--- config.mk ---
export PLATFORM = sky130hd
export DESIGN_NAME = sorted_priority_queue
export DESIGN_NICKNAME = d
export VERILOG_FILES = /design/src/rtl/spq_pkg.sv /design/src/rtl/spq_store.sv /design/src/rtl/spq_ctrl.sv /design/src/rtl/sorted_priority_queue.sv
export SDC_FILE = /design/constraint.sdc
export NUM_CORES = 1
export LEC_CHECK = 0
export BUFFER_PORTS_ARGS = -buffer_cell sky130_fd_sc_hd__buf_2
export CAP_MARGIN = 20
export CORE_MARGIN = 5
export CORE_UTILIZATION = 45
export DETAILED_ROUTE_END_ITERATION = 8
export PLACE_DENSITY_LB_ADDON = 0.1
export SYNTH_ARGS = -nofsm -noshare
export SYNTH_HDL_FRONTEND = slang
export SYNTH_SLANG_ARGS = --single-unit
--- constraint.sdc ---
create_clock -name clk -period 7.65 [get_ports clk]
set_clock_uncertainty 0.05 [all_clocks]
set_input_delay 0.765 -clock clk [delete_from_list [all_inputs] [get_ports clk]]
set_output_delay 0.765 -clock clk [all_outputs]
set_load 0.02 [all_outputs]
--- src/rtl/spq_pkg.sv ---
// Shared types and operation codes for the sorted priority queue.
`timescale 1ns / 1ps

package spq_pkg;

	localparam logic MODE_ENQ = 1'b0;
	localparam logic MODE_DEQ = 1'b1;

	typedef struct packed {
		logic wr_en;
		logic rd_en;
	} spq_mem_ctl_t;

endpackage

--- src/rtl/spq_store.sv ---
// Entry store: one address shared by a write port and a read port, with registered read data.
`timescale 1ns / 1ps

module spq_store #(
	parameter int DEPTH          = 16,
	parameter int VALUE_WIDTH    = 32,
	parameter int PRIORITY_WIDTH = 16,
	parameter int ADDR_W         = 4
) (
	input  logic                      clk,
	input  spq_pkg::spq_mem_ctl_t     mem_ctl,
	input  logic [ADDR_W-1:0]         addr,
	input  logic [VALUE_WIDTH-1:0]    wr_value,
	input  logic [PRIORITY_WIDTH-1:0] wr_priority,
	output logic [VALUE_WIDTH-1:0]    rd_value,
	output logic [PRIORITY_WIDTH-1:0] rd_priority
);
	import spq_pkg::*;

	logic [VALUE_WIDTH-1:0]    value_mem [DEPTH];
	logic [PRIORITY_WIDTH-1:0] prio_mem  [DEPTH];

	always_ff @(posedge clk) begin
		if (mem_ctl.wr_en) begin
			value_mem[addr] <= wr_value;
			prio_mem[addr]  <= wr_priority;
		end
	end

	always_ff @(posedge clk) begin
		if (mem_ctl.rd_en) begin
			rd_value    <= value_mem[addr];
			rd_priority <= prio_mem[addr];
		end
	end

endmodule

--- src/rtl/spq_ctrl.sv ---
// Sequencer with the shared priority compare and ring address unit.
`timescale 1ns / 1ps

module spq_ctrl #(
	parameter int CAPACITY       = 16,
	parameter int VALUE_WIDTH    = 32,
	parameter int PRIORITY_WIDTH = 16,
	parameter int ADDR_W         = 4,
	parameter int CNT_W          = 5
) (
	input  logic                             clk,
	input  logic                             arst_n,
	input  logic                             start,
	input  logic                             mode,
	input  logic [VALUE_WIDTH-1:0]           item_value,
	input  logic signed [PRIORITY_WIDTH-1:0] item_priority,
	output logic                             idle,
	output spq_pkg::spq_mem_ctl_t            mem_ctl,
	output logic [ADDR_W-1:0]                mem_addr,
	output logic [VALUE_WIDTH-1:0]           wr_value,
	output logic [PRIORITY_WIDTH-1:0]        wr_priority,
	input  logic [VALUE_WIDTH-1:0]           rd_value,
	input  logic [PRIORITY_WIDTH-1:0]        rd_priority,
	input  logic                             res_ready,
	output logic                             res_load,
	output logic                             res_accepted,
	output logic [VALUE_WIDTH-1:0]           res_head_value,
	output logic signed [PRIORITY_WIDTH-1:0] res_head_priority,
	output logic                             res_empty,
	output logic [CNT_W-1:0]                 res_count
);
	import spq_pkg::*;

	localparam logic [2:0] ST_IDLE  = 3'd0;
	localparam logic [2:0] ST_EREAD = 3'd1;
	localparam logic [2:0] ST_ECMP  = 3'd2;
	localparam logic [2:0] ST_HEAD  = 3'd3;
	localparam logic [2:0] ST_HWAIT = 3'd4;

	localparam logic [CNT_W-1:0]  CAP_CNT = CNT_W'(CAPACITY);
	localparam logic [ADDR_W:0]   CAP_EXT = (ADDR_W + 1)'(CAPACITY);
	localparam logic [ADDR_W-1:0] LAST    = ADDR_W'(CAPACITY - 1);

	logic [2:0]                      state_q;
	logic [CNT_W-1:0]                count_q;
	logic [ADDR_W-1:0]               head_q;
	logic [ADDR_W-1:0]               pos_q;
	logic [VALUE_WIDTH-1:0]          new_value_q;
	logic signed [PRIORITY_WIDTH-1:0] new_prio_q;
	logic                            acc_q;

	logic [ADDR_W-1:0] lidx;
	logic [ADDR_W:0]   ring_sum;
	logic              moves_down;

	// logical index to ring address: one add and one wrap compare
	always_comb begin
		case (state_q)
			ST_EREAD: lidx = (pos_q != '0) ? pos_q - ADDR_W'(1) : pos_q;
			ST_ECMP:  lidx = pos_q;
			default:  lidx = '0;
		endcase
		ring_sum = {1'b0, head_q} + {1'b0, lidx};
		if (ring_sum >= CAP_EXT) begin
			mem_addr = ADDR_W'(ring_sum - CAP_EXT);
		end else begin
			mem_addr = ring_sum[ADDR_W-1:0];
		end
	end

	// shared compare: the held entry yields its slot only to a strictly lower number
	assign moves_down = $signed(rd_priority) > new_prio_q;

	always_comb begin
		mem_ctl.wr_en = 1'b0;
		mem_ctl.rd_en = 1'b0;
		wr_value      = new_value_q;
		wr_priority   = new_prio_q;
		case (state_q)
			ST_EREAD: begin
				if (pos_q == '0) begin
					mem_ctl.wr_en = 1'b1;
				end else begin
					mem_ctl.rd_en = 1'b1;
				end
			end
			ST_ECMP: begin
				mem_ctl.wr_en = 1'b1;
				if (moves_down) begin
					wr_value    = rd_value;
					wr_priority = rd_priority;
				end
			end
			ST_HEAD:  mem_ctl.rd_en = 1'b1;
			default:  ;
		endcase
	end

	assign idle              = (state_q == ST_IDLE);
	assign res_load          = (state_q == ST_HWAIT) && res_ready;
	assign res_accepted      = acc_q;
	assign res_empty         = (count_q == '0);
	assign res_count         = count_q;
	assign res_head_value    = res_empty ? '0 : rd_value;
	assign res_head_priority = res_empty ? '0 : $signed(rd_priority);

	always_ff @(posedge clk or negedge arst_n) begin
		if (!arst_n) begin
			state_q <= ST_IDLE;
			count_q <= '0;
			head_q  <= '0;
			pos_q   <= '0;
			acc_q   <= 1'b0;
		end else begin
			case (state_q)
				ST_IDLE: begin
					if (start) begin
						if (mode == MODE_ENQ) begin
							if (count_q != CAP_CNT) begin
								acc_q   <= 1'b1;
								pos_q   <= count_q[ADDR_W-1:0];
								count_q <= count_q + CNT_W'(1);
								state_q <= ST_EREAD;
							end else begin
								acc_q   <= 1'b0;
								state_q <= ST_HEAD;
							end
						end else begin
							state_q <= ST_HEAD;
							if (count_q != '0) begin
								acc_q   <= 1'b1;
								count_q <= count_q - CNT_W'(1);
								head_q  <= (head_q == LAST) ? '0 : head_q + ADDR_W'(1);
							end else begin
								acc_q   <= 1'b0;
							end
						end
					end
				end
				ST_EREAD: begin
					state_q <= (pos_q == '0) ? ST_HEAD : ST_ECMP;
				end
				ST_ECMP: begin
					if (moves_down) begin
						pos_q   <= pos_q - ADDR_W'(1);
						state_q <= ST_EREAD;
					end else begin
						state_q <= ST_HEAD;
					end
				end
				ST_HEAD:  state_q <= ST_HWAIT;
				ST_HWAIT: begin
					if (res_ready) begin
						state_q <= ST_IDLE;
					end
				end
				default:  state_q <= ST_IDLE;
			endcase
		end
	end

	always_ff @(posedge clk) begin
		if (idle && start) begin
			new_value_q <= item_value;
			new_prio_q  <= item_priority;
		end
	end

endmodule

--- src/rtl/sorted_priority_queue.sv ---
// Top level of the sorted priority queue: store, sequencer and result register.
`timescale 1ns / 1ps

// Channel   Handshake              Payload
// request   in_valid / in_ready    mode, item_value, item_priority
// result    out_valid / out_ready  accepted, head_value, head_priority,
//                                  queue_empty, entry_count
//
// Entries sit in a ring buffer in one single-port store; a dequeue only advances
// the head pointer and lowers the count. An enqueue walks from the tail toward
// the head, one entry at a time through the shared compare unit (read, then
// compare and write); the store's single port keeps the read and the write of
// each entry in separate states.
// Reset clears count, head pointer and handshake state; the store is not cleared.
// A stalled result holds in the output register; the next request is taken
// while it waits and stalls only when its own result is ready to load.

module sorted_priority_queue #(
	parameter int CAPACITY       = 16,
	parameter int VALUE_WIDTH    = 32,
	parameter int PRIORITY_WIDTH = 16
) (
	input  logic                             clk,
	input  logic                             arst_n,
	input  logic                             in_valid,
	output logic                             in_ready,
	input  logic                             mode,
	input  logic [VALUE_WIDTH-1:0]           item_value,
	input  logic signed [PRIORITY_WIDTH-1:0] item_priority,
	output logic                             out_valid,
	input  logic                             out_ready,
	output logic                             accepted,
	output logic [VALUE_WIDTH-1:0]           head_value,
	output logic signed [PRIORITY_WIDTH-1:0] head_priority,
	output logic                             queue_empty,
	output logic [$clog2(CAPACITY+1)-1:0]    entry_count
);
	import spq_pkg::*;

	localparam int ADDR_W = $clog2(CAPACITY);
	localparam int CNT_W  = $clog2(CAPACITY + 1);

	spq_mem_ctl_t                    mem_ctl;
	logic [ADDR_W-1:0]               mem_addr;
	logic [VALUE_WIDTH-1:0]          wr_value;
	logic [PRIORITY_WIDTH-1:0]       wr_priority;
	logic [VALUE_WIDTH-1:0]          rd_value;
	logic [PRIORITY_WIDTH-1:0]       rd_priority;

	logic                            idle;
	logic                            start;
	logic                            res_ready;
	logic                            res_load;
	logic                            res_accepted;
	logic [VALUE_WIDTH-1:0]          res_head_value;
	logic signed [PRIORITY_WIDTH-1:0] res_head_priority;
	logic                            res_empty;
	logic [CNT_W-1:0]                res_count;

	logic                            out_valid_q;
	logic                            accepted_q;
	logic [VALUE_WIDTH-1:0]          head_value_q;
	logic signed [PRIORITY_WIDTH-1:0] head_priority_q;
	logic                            queue_empty_q;
	logic [CNT_W-1:0]                entry_count_q;

	// take a request whenever the sequencer is idle
	assign in_ready = idle;
	assign start    = in_valid && idle;

	// load a new result when the output register is free or draining this cycle
	assign res_ready = !out_valid_q || out_ready;

	spq_store #(
		.DEPTH          (CAPACITY),
		.VALUE_WIDTH    (VALUE_WIDTH),
		.PRIORITY_WIDTH (PRIORITY_WIDTH),
		.ADDR_W         (ADDR_W)
	) u_store (
		.clk         (clk),
		.mem_ctl     (mem_ctl),
		.addr        (mem_addr),
		.wr_value    (wr_value),
		.wr_priority (wr_priority),
		.rd_value    (rd_value),
		.rd_priority (rd_priority)
	);

	spq_ctrl #(
		.CAPACITY       (CAPACITY),
		.VALUE_WIDTH    (VALUE_WIDTH),
		.PRIORITY_WIDTH (PRIORITY_WIDTH),
		.ADDR_W         (ADDR_W),
		.CNT_W          (CNT_W)
	) u_ctrl (
		.clk               (clk),
		.arst_n            (arst_n),
		.start             (start),
		.mode              (mode),
		.item_value        (item_value),
		.item_priority     (item_priority),
		.idle              (idle),
		.mem_ctl           (mem_ctl),
		.mem_addr          (mem_addr),
		.wr_value          (wr_value),
		.wr_priority       (wr_priority),
		.rd_value          (rd_value),
		.rd_priority       (rd_priority),
		.res_ready         (res_ready),
		.res_load          (res_load),
		.res_accepted      (res_accepted),
		.res_head_value    (res_head_value),
		.res_head_priority (res_head_priority),
		.res_empty         (res_empty),
		.res_count         (res_count)
	);

	// hold valid until taken; a load in the same cycle keeps it high
	always_ff @(posedge clk or negedge arst_n) begin
		if (!arst_n) begin
			out_valid_q <= 1'b0;
		end else if (res_load) begin
			out_valid_q <= 1'b1;
		end else if (out_ready) begin
			out_valid_q <= 1'b0;
		end
	end

	always_ff @(posedge clk) begin
		if (res_load) begin
			accepted_q      <= res_accepted;
			head_value_q    <= res_head_value;
			head_priority_q <= res_head_priority;
			queue_empty_q   <= res_empty;
			entry_count_q   <= res_count;
		end
	end

	assign out_valid     = out_valid_q;
	assign accepted      = accepted_q;
	assign head_value    = head_value_q;
	assign head_priority = head_priority_q;
	assign queue_empty   = queue_empty_q;
	assign entry_count   = entry_count_q;

endmodule
Word level (Yosys, flattened, before mapping). Memories as Yosys holds them, arrays and structs flattened. A register that Yosys moved wholly into a read port is not among the register bits. Index checks and enable logic that the tools add are counted.

RAM bits: 768. Bits of input ports: 53. Memories kept: 2. Register bits: 121.

Reductions and logical operators: 18. Muxes and demuxes: 34. Magnitude comparators: 2. Eq/ne operators: 12. Add/subtract/negate cells: 6.

Memory list: u_store.value_mem (words 16, bits a word 32, read ports 1, clocked after memory_dff 1, write ports 1, RTL line spq_store.sv:20) `logic [VALUE_WIDTH-1:0] value_mem [DEPTH];`; u_store.prio_mem (words 16, bits a word 16, read ports 1, clocked after memory_dff 1, write ports 1, RTL line spq_store.sv:21) `logic [PRIORITY_WIDTH-1:0] prio_mem [DEPTH];`.

Operator list (number): 32-bit 2-to-1 mux (2); 16-bit 2-to-1 mux (2); 4-bit 2-to-1 mux (7); 16-bit greater-than comparator (1); 4-bit case mux with 2 select lines (2); 5-bit 2-to-1 mux (3); 3-bit case mux with 5 select lines (1); 1-bit 2-to-1 mux (10); 2-bit by 1-bit != test with 1-bit output (second input constant) (5); 4-bit AND reduction (2); 4-bit by 1-bit subtractor with 4-bit output (second input constant) (2); 3-bit by 2-bit equality test with 1-bit output (second input constant) (2); 2-bit 2-to-1 mux (3); 3-bit 2-to-1 mux (2); 2-bit nonzero test (3); 4-bit by 4-bit adder with 5-bit output (1); 5-bit by 1-bit adder with 5-bit output (second input constant) (1); 5-bit >= comparator (second input constant) (1); 5-bit zero test (1); 5-bit != test (second input constant) (1); 5-bit AND reduction (1); 5-bit nonzero test (1); 5-bit by 1-bit subtractor with 5-bit output (second input constant) (1); 4-bit by 1-bit adder with 4-bit output (second input constant) (1); other kinds (12) (16).

Longest topological paths before layout. Gate-level depths: netlist of the first run.

Depth after elaboration: 6. Mapped depth: 17. Mapped depth without buffers: 15.

Modules after synthesis. A second synthesis of the first run with hierarchy kept.

Cells, all modules: 1654. Area, all modules: 36128.4 µm².

By module, submodules not included: spq_store (area each 30216.5 µm², cells an instance 1243, instances 1, seq. area each 24503.5 µm²); spq_ctrl (area each 4206.5 µm², cells an instance 352, instances 1, seq. area each 1866.8 µm²); sorted_priority_queue (area each 1705.4 µm², cells an instance 59, instances 1, seq. area each 1676.6 µm²).

Worst setup path after synthesis of the first run. No wires, ideal clock.

Kind: reg-to-reg. From: reg u_ctrl.pos_q[0]. To: mem u_store.prio_mem[2][0], enable pin. Path buffers: 1. Cell stages (with the launch flop): 17. Arrival: 6.490 ns. Clock period less this slack: 7.053 ns. Path slack: 0.597 ns. Cells stage by stage: dfrtp_1 > inv_1 > ha_1 > nor3b_1 > nor2b_1 > nand2_1 > a21oi_1 > nand2_1 > o21ai_0 > ha_1 > a21o_1 > a21oi_1 > xnor2_1 > xnor2_1 > clkbuf_1 > nand3_1 > nor3_1.

Cells in the longest elaborated chain, start to end: 6.

RTL lines: start, declared (RTL line spq_ctrl.sv:47) `logic [ADDR_W-1:0] pos_q;`; start signal, assigned (RTL line spq_ctrl.sv:121) `pos_q <= count_q[ADDR_W-1:0];`; start signal, assigned (RTL line spq_ctrl.sv:145) `pos_q <= pos_q - ADDR_W'(1);`; 4-bit by 1-bit subtractor with 4-bit output or 4-bit nonzero test (tied branches) (RTL line spq_ctrl.sv:59) `ST_EREAD: lidx = (pos_q != '0) ? pos_q - ADDR_W'(1) : pos_q;`; 4-bit 2-to-1 mux (RTL line spq_ctrl.sv:59); 4-bit case mux with 2 select lines (RTL line spq_ctrl.sv:58) `case (state_q)`; 4-bit by 4-bit adder with 5-bit output (RTL line spq_ctrl.sv:63) `ring_sum = {1'b0, head_q} + {1'b0, lidx};`; 4-bit by 1-bit subtractor with 4-bit output or 5-bit >= comparator (tied branches) (RTL line spq_ctrl.sv:65, spq_ctrl.sv:64); 4-bit 2-to-1 mux (RTL line spq_ctrl.sv:64) `if (ring_sum >= CAP_EXT) begin`; end, declared (RTL line spq_store.sv:21).

Several ways; a longest one is shown, not always the timed one.

Final worst setup path of the first run.
From: reg u_ctrl.pos_q[0]. To: mem u_store.prio_mem[15][10], enable pin.

The elaborated chain is that of the path after synthesis.

==> impl_metrics.json, run 1 <==
{
  "path_max_fanout": 25,
  "crit_chain": "inv_1 -> ha_1 -> nor3b_1 -> nor2b_1 -> nand2_1 -> a21oi_1 -> nand2_1 -> o21ai_0 -> ha_1 -> a21o_1 -> a21oi_1 -> xnor2_1 -> xor2_4 -> nand3_1 -> nor2_4 -> buf_4",
  "netlist.area_leader.share_pct": 75.8,
  "async_flop_share_pct": 1.92,
  "hold_path.class": "primary input to register",
  "yosys.area.top_type": "edfxtp_1",
  "h-tree-depth": 3,
  "nets": 2058,
  "setup_viol": 0,
  "wl_per_cell_um": 26.1,
  "drc": 0,
  "rows": 104,
  "cp_top_family": "simple AND/OR/NAND/NOR gates",
  "setup_tns_ns": 0,
  "outcome": "finished, final reports clean",
  "post_cts_buffers": 0,
  "critPathBufInv": 2,
  "ys_top_cells_by_count": "edfxtp_1 (919), nand2_1 (214), mux4_2 (192), clkbuf_1 (61), a31oi_1 (51)",
  "slew_violations": 0,
  "grt_setup_unrepaired": "false",
  "cts.sinks": 937,
  "seq_area_frac_synth_pct": 77.0,
  "grt_pass1_vias": 18528,
  "first_pass_iters": 5,
  "maxCapViolCount": 0,
  "clk_latency_ns": 0.64,
  "syn-instance-count": 1817,
  "yosysMostFrequentCell": "edfxtp_1",
  "routabilityCongestion": 0.775,
  "hold_viol_final": 0,
  "cp_slowest_cell": "xor2_4",
  "netlist_top_cells_area": "edfxtp_1 (76%), mux4_2 (12%), nand2_1 (2.2%)",
  "fmax_mhz": 168,
  "overflow": 0,
  "cts_tree": "built",
  "start_kind": "register",
  "multi_input_area_mm2": 0.00807,
  "track_usage_pct": 18.8,
  "worst_slack_ns": 1.71,
  "numPortBuffers": 109,
  "syn_nets": 1896,
  "path_clk_slew_ns": 0.06,
  "grt_max_degree": 135,
  "worst-setup-path-type": "register to register",
  "grt_pass1_wl_um": 122000,
  "synth_edf_count": 919,
  "syn_area_mm2": 0.0364,
  "cp-end-kind": "register",
  "cts_buffer_depth": 3,
  "ios": 110,
  "synth-main-ff-cell": "edfxtp_1",
  "ys_types": 53,
  "ant_nets": 0,
  "vias_per_cell": 5.62,
  "finalCritPeriodShare_pct": 77.6,
  "synth_seq_cells": 937,
  "hpwlAfterDp_um": 44000,
  "fp.dieW_um": 294,
  "drive_gt1_share_pct": 26.4,
  "drtIter0Drc": 1635,
  "die_y_um": 294,
  "critical_path_required_ns": 7.91,
  "start_util_pct": 45.3,
  "finalCriticalPeriod_ns": 5.94,
  "final-seq-area_mm2": 0.0280,
  "vias": 17562,
  "dieArea_mm2": 0.0867,
  "slowest_delay_ns": 0.81,
  "n_fill_cell": 6439,
  "cts_made_buffers": 101,
  "wirelength_um": 81400,
  "antenna_found_initial": 1,
  "core_area_mm2": 0.0804,
  "yosysWarnings": 0,
  "critPathArrivalTime_ns": 6.19,
  "dp_slack_ns": 1.69,
  "worst_pin_slew_ns": 0.984,
  "area_delta_synth_final_pct": 15.1,
  "cts_root_buf": "clkbuf_16",
  "max_slew_margin_pct": 34.4,
  "avgSynthCellArea_um2": 20.0
}
[timing repair]
action,4_1_cts,5_1_grt
hold buffers,1,0
endpoints found under the hold margin,3,0
resized for setup,0,0
[path summary, 6_finish.rpt]
| path | start | to | slack (ns) | cells after the start |
|---|---|---|---|---|
| min reg2reg | u_ctrl.res_accepted$_DFFE_PN0P_ | accepted$_DFFE_PP_ | 0.42 | 0 |
| max reg2reg | u_ctrl.pos_q[0]$_DFFE_PN0P_ | u_store.prio_mem[15][10]$_DFFE_PP_ | 1.71 | 16 |
| min in group asynchronous | arst_n | u_ctrl.res_count[2]$_DFFE_PN0P_ | 0.56 | 2 |
| min | item_value[1] | u_ctrl.new_value_q[1]$_DFFE_PP_ | 0.24 | 1 |
| max in group asynchronous | arst_n | u_ctrl.pos_q[0]$_DFFE_PN0P_ | 6.67 | 2 |
| max | u_ctrl.pos_q[0]$_DFFE_PN0P_ | u_store.prio_mem[15][10]$_DFFE_PP_ | 1.71 | 16 |
[flip-flops by register name, indices dropped and copies added, names as in the netlist]
name,count
u_store.rd_priority,16
u_store.rd_value,32
u_store.prio_mem,256
u_ctrl.head_q,4
u_ctrl.res_count,5
head_value,32
accepted,1
u_ctrl.res_accepted,1
head_priority,16
entry_count,5
queue_empty,1
u_store.value_mem,512
u_ctrl.new_value_q,32
u_ctrl.state_q,3
out_valid,1
u_ctrl.pos_q,4
u_ctrl.new_prio_q,16
[kinds of logic (layout without fill, tap and decap cells)]
family / Yosys count / count (layout) / share of synthesized area (%)
XOR/XNOR: 12 / 12 / 0.289
flip-flops: 937 / 937 / 77.0
AO/OA/AOI/OAI: 102 / 102 / 1.84
adder cells (fa/ha/maj): 26 / 26 / 0.934
buffers and inverters: 119 / 365 / 1.37
AND/OR/NAND/NOR: 378 / 378 / 4.91
multiplexers: 243 / 243 / 13.6
other: 0 / 1 / 0
[worst reg2reg max path, cell delays in order (launching register included)]
cell     delay, ns
dfrtp_1       0.43
inv_1         0.12
ha_1          0.24
nor3b_1       0.34
nor2b_1       0.25
nand2_1       0.10
a21oi_1       0.54
nand2_1       0.10
o21ai_0       0.17
ha_1          0.30
a21o_1        0.17
a21oi_1       0.17
xnor2_1       0.33
xor2_4        0.81
nand3_1       0.45
nor2_4        0.61
buf_4         0.42
[per-layer routing]
layer | up-vias | share of wire [%] | track usage [%]
met1 | 9283 | 44 | 27.1
met3 | 121 | 6.0 | 3.35
met2 | 509 | 48 | 30.3
met4 | 0 | 2.0 | 4.36
li1 | 7649 | - | -
met5 | - | 0 | 0
[layout make-up]
class                   instances  area share (%)
well taps                    1060            3.16
diodes                          1         0.00597
clock buffers                 119            6.19
clock inverters                68            1.88
flip-flops and latches        937            66.9
inverters                      27           0.242
multi-input cells             761            19.2
repair buffers                151            2.38
[stage by stage]
stage | cells | instance area (µm²) | util, % | hold slack (ns)
after floorplan | 1817 | 36400 | - | 0.375
after global placement | 2934 | 38500 | 47.9 | 0.385
after detailed placement | 2934 | 38500 | 47.9 | 0.406
after CTS | 3122 | 41900 | 52.1 | 0.194
after global routing | 3123 | 41900 | 52.1 | 0.199
final | 3124 | 41900 | 52.1 | 0.240
[placed cells by master (no fill, tap or decap), types with 13 or more instances in the layout]
| cell | count |
|---|---|
| a21oi_1 | 13 |
| a31oi_1 | 51 |
| and2_1 | 48 |
| and3_1 | 49 |
| buf_2 | 109 |
| buf_4 | 31 |
| bufinv_16 | 16 |
| clkbuf_1 | 18 |
| clkbuf_16 | 101 |
| clkinv_1 | 19 |
| clkinv_2 | 19 |
| dfrtp_1 | 18 |
| edfxtp_1 | 919 |
| ha_1 | 23 |
| inv_1 | 26 |
| mux2_1 | 28 |
| mux2_4 | 20 |
| mux4_2 | 192 |
| nand2_1 | 214 |
| o21ai_0 | 14 |
Power of run 1 is not shown: default switching activity piles up to over one toggle a cycle in this logic, so the estimate is an artifact.
==> run 2: changes to the inputs <==
- clock period: 7.65 -> 5.5 ns (I/O delays scaled with it)
==> impl_metrics.json, run 2 (synthesis gave the netlist of run 1 again) <==
{
  "hold-path-cell-count": 1,
  "drc": 0,
  "grt_pass1_wl_um": 122000,
  "rows": 104,
  "track_usage_pct": 18.9,
  "numPortBuffers": 109,
  "multi_input_area_mm2": 0.00812,
  "outcome": "finished, final reports clean",
  "cts_buffer_depth": 3,
  "finalCriticalPeriod_ns": 4.81,
  "mostFrequentLayoutCells": "edfxtp_1 (919), nand2_1 (214), mux4_2 (192), buf_2 (109), clkbuf_16 (99)",
  "largest_reg_flops": 512,
  "grt_max_degree": 78,
  "slew_violations": 0,
  "critical_path_required_ns": 5.72,
  "cts.sinks": 937,
  "setup_viol": 0,
  "final-seq-area_mm2": 0.0280,
  "worst-setup-path-type": "register to register",
  "cts.repair.resized": 0,
  "cp-end-kind": "register",
  "dieArea_mm2": 0.0867,
  "cts_root_buf": "clkbuf_16",
  "route.met3.wl_um": 4290,
  "antenna_found_initial": 0,
  "r2r_slack_ns": 0.69,
  "wl_met1_um": 35600,
  "overflow": 0,
  "top_layer_used": "met4",
  "reg_top3": "u_store.value_mem x512, u_store.prio_mem x256",
  "max_slew_margin_pct": 32.8,
  "utilization_pct": 52.7,
  "nets": 2106,
  "hold_path.class": "primary input to register",
  "wl_met2_um": 39700,
  "top_register": "u_store.value_mem",
  "path_max_fanout": 25,
  "hold_slack_ns": 0.0445,
  "h-tree-depth": 3,
  "first_pass_iters": 5,
  "cts_made_buffers": 98,
  "core_area_mm2": 0.0804,
  "n_fill_cell": 6392,
  "fp.dieW_um": 294,
  "diodes": 0,
  "setup_tns_ns": 0,
  "maxCapViolCount": 0,
  "post_cts_buffers": 0,
  "wirelength_um": 81500,
  "final_common_cell": "edfxtp_1",
  "fmax_mhz": 208,
  "clk_latency_ns": 0.64,
  "cts_tree": "built",
  "vias_per_cell": 5.62,
  "ios": 110,
  "die_y_um": 294,
  "vias": 17790,
  "hpwlAfterDp_um": 45100,
  "start_kind": "register",
  "grt_setup_unrepaired": "false",
  "worst_pin_slew_ns": 1.01,
  "wl_per_cell_um": 25.8,
  "drive_gt1_share_pct": 26.7,
  "drtIter0Drc": 1410,
  "finalCritPeriodShare_pct": 87.5,
  "start_util_pct": 45.3,
  "reg2reg_depth": 17,
  "routabilityCongestion": 0.730,
  "hold_viol_final": 0,
  "cts_hold_buffers": 33,
  "ant_nets": 0,
  "grt_pass1_vias": 18918,
  "path_clk_slew_ns": 0.06,
  "area_delta_synth_final_pct": 16.4,
  "critPathArrivalTime_ns": 5.03
}
==> run 2: changes by cell type in the layout (fill, tap and decap cells not counted), moves of 4 or more <==
cell and change:
clkbuf_1 -4, clkinvlp_4 -4, nor3_4 +8, buf_4 +9, nor3_2 -8, inv_6 +4, buf_12 +11, dlygate4sd3_1 +32
==> run 2: per-stage QoR <==
step	cells	worst slack (ns)	area [µm²]
after global routing	3165	0.379	42400
after CTS	3165	0.700	42400
final	3165	0.689	42400
after detailed placement	2954	0.742	38800
after floorplan	1817	-0.336	36500
after global placement	2954	0.814	38800
==> run 2: layer usage <==
layer,global-route usage (%),vias up
met4,5.51,0
met3,3.16,117
met5,0,-
li1,-,7742
met1,26.6,9446
met2,30.9,485
==> run 2: final timing paths <==
| kind | start | endpoint |
|---|---|---|
| setup / recovery | u_ctrl.pos_q[0]$_DFFE_PN0P_ | u_store.value_mem[14][29]$_DFFE_PP_ |
| hold / removal | item_value[6] | u_ctrl.new_value_q[6]$_DFFE_PP_ |
| setup reg to reg | u_ctrl.pos_q[0]$_DFFE_PN0P_ | u_store.value_mem[14][29]$_DFFE_PP_ |
| hold reg to reg | u_ctrl.res_accepted$_DFFE_PN0P_ | accepted$_DFFE_PP_ |
| max in group asynchronous | arst_n | u_ctrl.head_q[0]$_DFFE_PN0P_ |
| min in group asynchronous | arst_n | out_valid$_DFFE_PN0P_ |
==> run 2: final cells by class <==
| type | count | area share [%] |
|---|---|---|
| inverters | 27 | 0.239 |
| flip-flops and latches | 937 | 66.1 |
| clock inverters | 65 | 1.68 |
| well taps | 1060 | 3.13 |
| clock buffers | 113 | 5.97 |
| multi-input cells | 761 | 19.1 |
| repair buffers | 202 | 3.72 |
==> run 2: worst max-delay path, cell delays in order (launching register included) <==
cell and delay, ns:
dfrtp_1 0.44, inv_1 0.13, ha_1 0.24, nor3b_1 0.30, nor2b_1 0.24, nand2_1 0.10
a21oi_1 0.15, buf_4 0.19, nand2_1 0.06, o21ai_0 0.15, ha_1 0.31, a21o_1 0.17
a21oi_1 0.17, xnor2_1 0.38, xor2_4 0.23, nand3_1 0.33, nor3_4 0.23, buf_4 0.51
Power of run 2 is left out for the same reason.
==> run 3: changes to the inputs <==
- HOLD_SLACK_MARGIN: default -> 0.12
==> impl_metrics.json, run 3 (synthesis gave the netlist of run 1 again) <==
{
  "numPortBuffers": 109,
  "critPathArrivalTime_ns": 5.03,
  "area_delta_synth_final_pct": 16.9,
  "cts_root_buf": "clkbuf_16",
  "antenna_found_initial": 0,
  "worst-setup-path-type": "register to register",
  "setup_viol": 0,
  "cts_buffer_depth": 3,
  "worst_pin_slew_ns": 0.981,
  "hold_viol_final": 0,
  "first_pass_iters": 5,
  "reg_top3": "u_store.value_mem x512, u_store.prio_mem x256",
  "vias": 17852,
  "hpwlAfterDp_um": 45100,
  "drc": 0,
  "dieArea_mm2": 0.0867,
  "wirelength_um": 81700,
  "diodes": 0,
  "cts.sinks": 937,
  "path_max_fanout": 25,
  "die_y_um": 294,
  "setup_tns_ns": 0,
  "slowest_delay_ns": 0.51,
  "start_util_pct": 45.3,
  "clk_latency_ns": 0.64,
  "ios": 110,
  "slew_violations": 0,
  "ant_nets": 0,
  "fmax_mhz": 208,
  "max_slew_margin_pct": 34.6,
  "fp.dieW_um": 294,
  "wl_per_cell_um": 25.7,
  "grt_setup_unrepaired": "false",
  "hold_path.class": "primary input to register",
  "routabilityCongestion": 0.730,
  "cts_tree": "built",
  "cts_made_buffers": 98,
  "largest_reg_flops": 512,
  "start_kind": "register",
  "grt_max_degree": 78,
  "drive_gt1_share_pct": 26.4,
  "core_area_mm2": 0.0804,
  "finalCriticalPeriod_ns": 4.82,
  "cts.repair.resized": 0,
  "post_cts_buffers": 0,
  "finalCritPeriodShare_pct": 87.5,
  "overflow": 0,
  "crit_chain": "inv_1 -> ha_1 -> nor3b_1 -> nor2b_1 -> nand2_1 -> a21oi_1 -> buf_4 -> nand2_1 -> o21ai_0 -> ha_1 -> a21o_1 -> a21oi_1 -> xnor2_1 -> xor2_4 -> nand3_1 -> nor3_4 -> buf_4",
  "path_clk_slew_ns": 0.06,
  "drtIter0Drc": 1359,
  "cts_hold_buffers": 49,
  "mostFrequentLayoutCells": "edfxtp_1 (919), nand2_1 (214), mux4_2 (192), buf_2 (109), clkbuf_16 (99)",
  "cp_slowest_cell": "buf_4",
  "cp-end-kind": "register",
  "track_usage_pct": 18.9,
  "top_register": "u_store.value_mem",
  "h-tree-depth": 3,
  "vias_per_cell": 5.61,
  "maxCapViolCount": 0,
  "critical_path_required_ns": 5.72,
  "final_common_cell": "edfxtp_1",
  "grt_pass1_vias": 18978,
  "utilization_pct": 52.9,
  "grt_pass1_wl_um": 122000,
  "nets": 2122,
  "outcome": "finished, final reports clean",
  "rows": 104
}
[run 3: path summary, 6_finish.rpt]
path / from / to / slack (ns) / cells after the start
hold / removal: out_ready / out_valid$_DFFE_PN0P_ / 0.19 / 3
min in group asynchronous: arst_n / out_valid$_DFFE_PN0P_ / 0.36 / 2
setup reg to reg: u_ctrl.pos_q[0]$_DFFE_PN0P_ / u_store.value_mem[14][29]$_DFFE_PP_ / 0.68 / 17
hold reg to reg: u_ctrl.res_accepted$_DFFE_PN0P_ / accepted$_DFFE_PP_ / 0.42 / 0
max in group asynchronous: arst_n / u_ctrl.head_q[0]$_DFFE_PN0P_ / 4.71 / 2
setup / recovery: u_ctrl.pos_q[0]$_DFFE_PN0P_ / u_store.value_mem[14][29]$_DFFE_PP_ / 0.68 / 17
[run 3: worst max-delay path: cells and delay by family (launching register included)]
kind	cells	cell delay, ns
buffers and inverters	3	0.82
and+or+nand+nor	6	1.27
xor gates and xnor gates	2	0.62
adders and majority gates	2	0.55
AOI/OAI and AO/OA	4	0.64
DFF	1	0.44
[run 3: layout make-up]
cell class	instances	area, µm²
clock inverters	65	713
flip-flops and latches	937	28000
repair buffers	218	1740
multi-input cells	761	8120
fillers	6377	37800
well taps	1060	1330
clock buffers	113	2530
inverters	27	101
[run 3: metrics by stage]
step                      area [µm²]  hold WS (ns)  std cells  worst slack [ns]
after detailed placement       38800         0.391       2954             0.742
after CTS                      42600         0.148       3181             0.700
final                          42600         0.187       3181             0.685
after floorplan                36500         0.204       1817            -0.336
after global routing           42600         0.207       3181             0.379
after global placement         38800         0.399       2954             0.814
[run 3: layer usage]
metal	vias up	global-route usage [%]	routed length, µm
li1	7771	-	-
met1	9471	26.7	35700
met2	483	31.0	39600
met3	127	3.15	4370
met4	0	5.51	1980
met5	-	0	0
Power of run 3 is left out for the same reason.
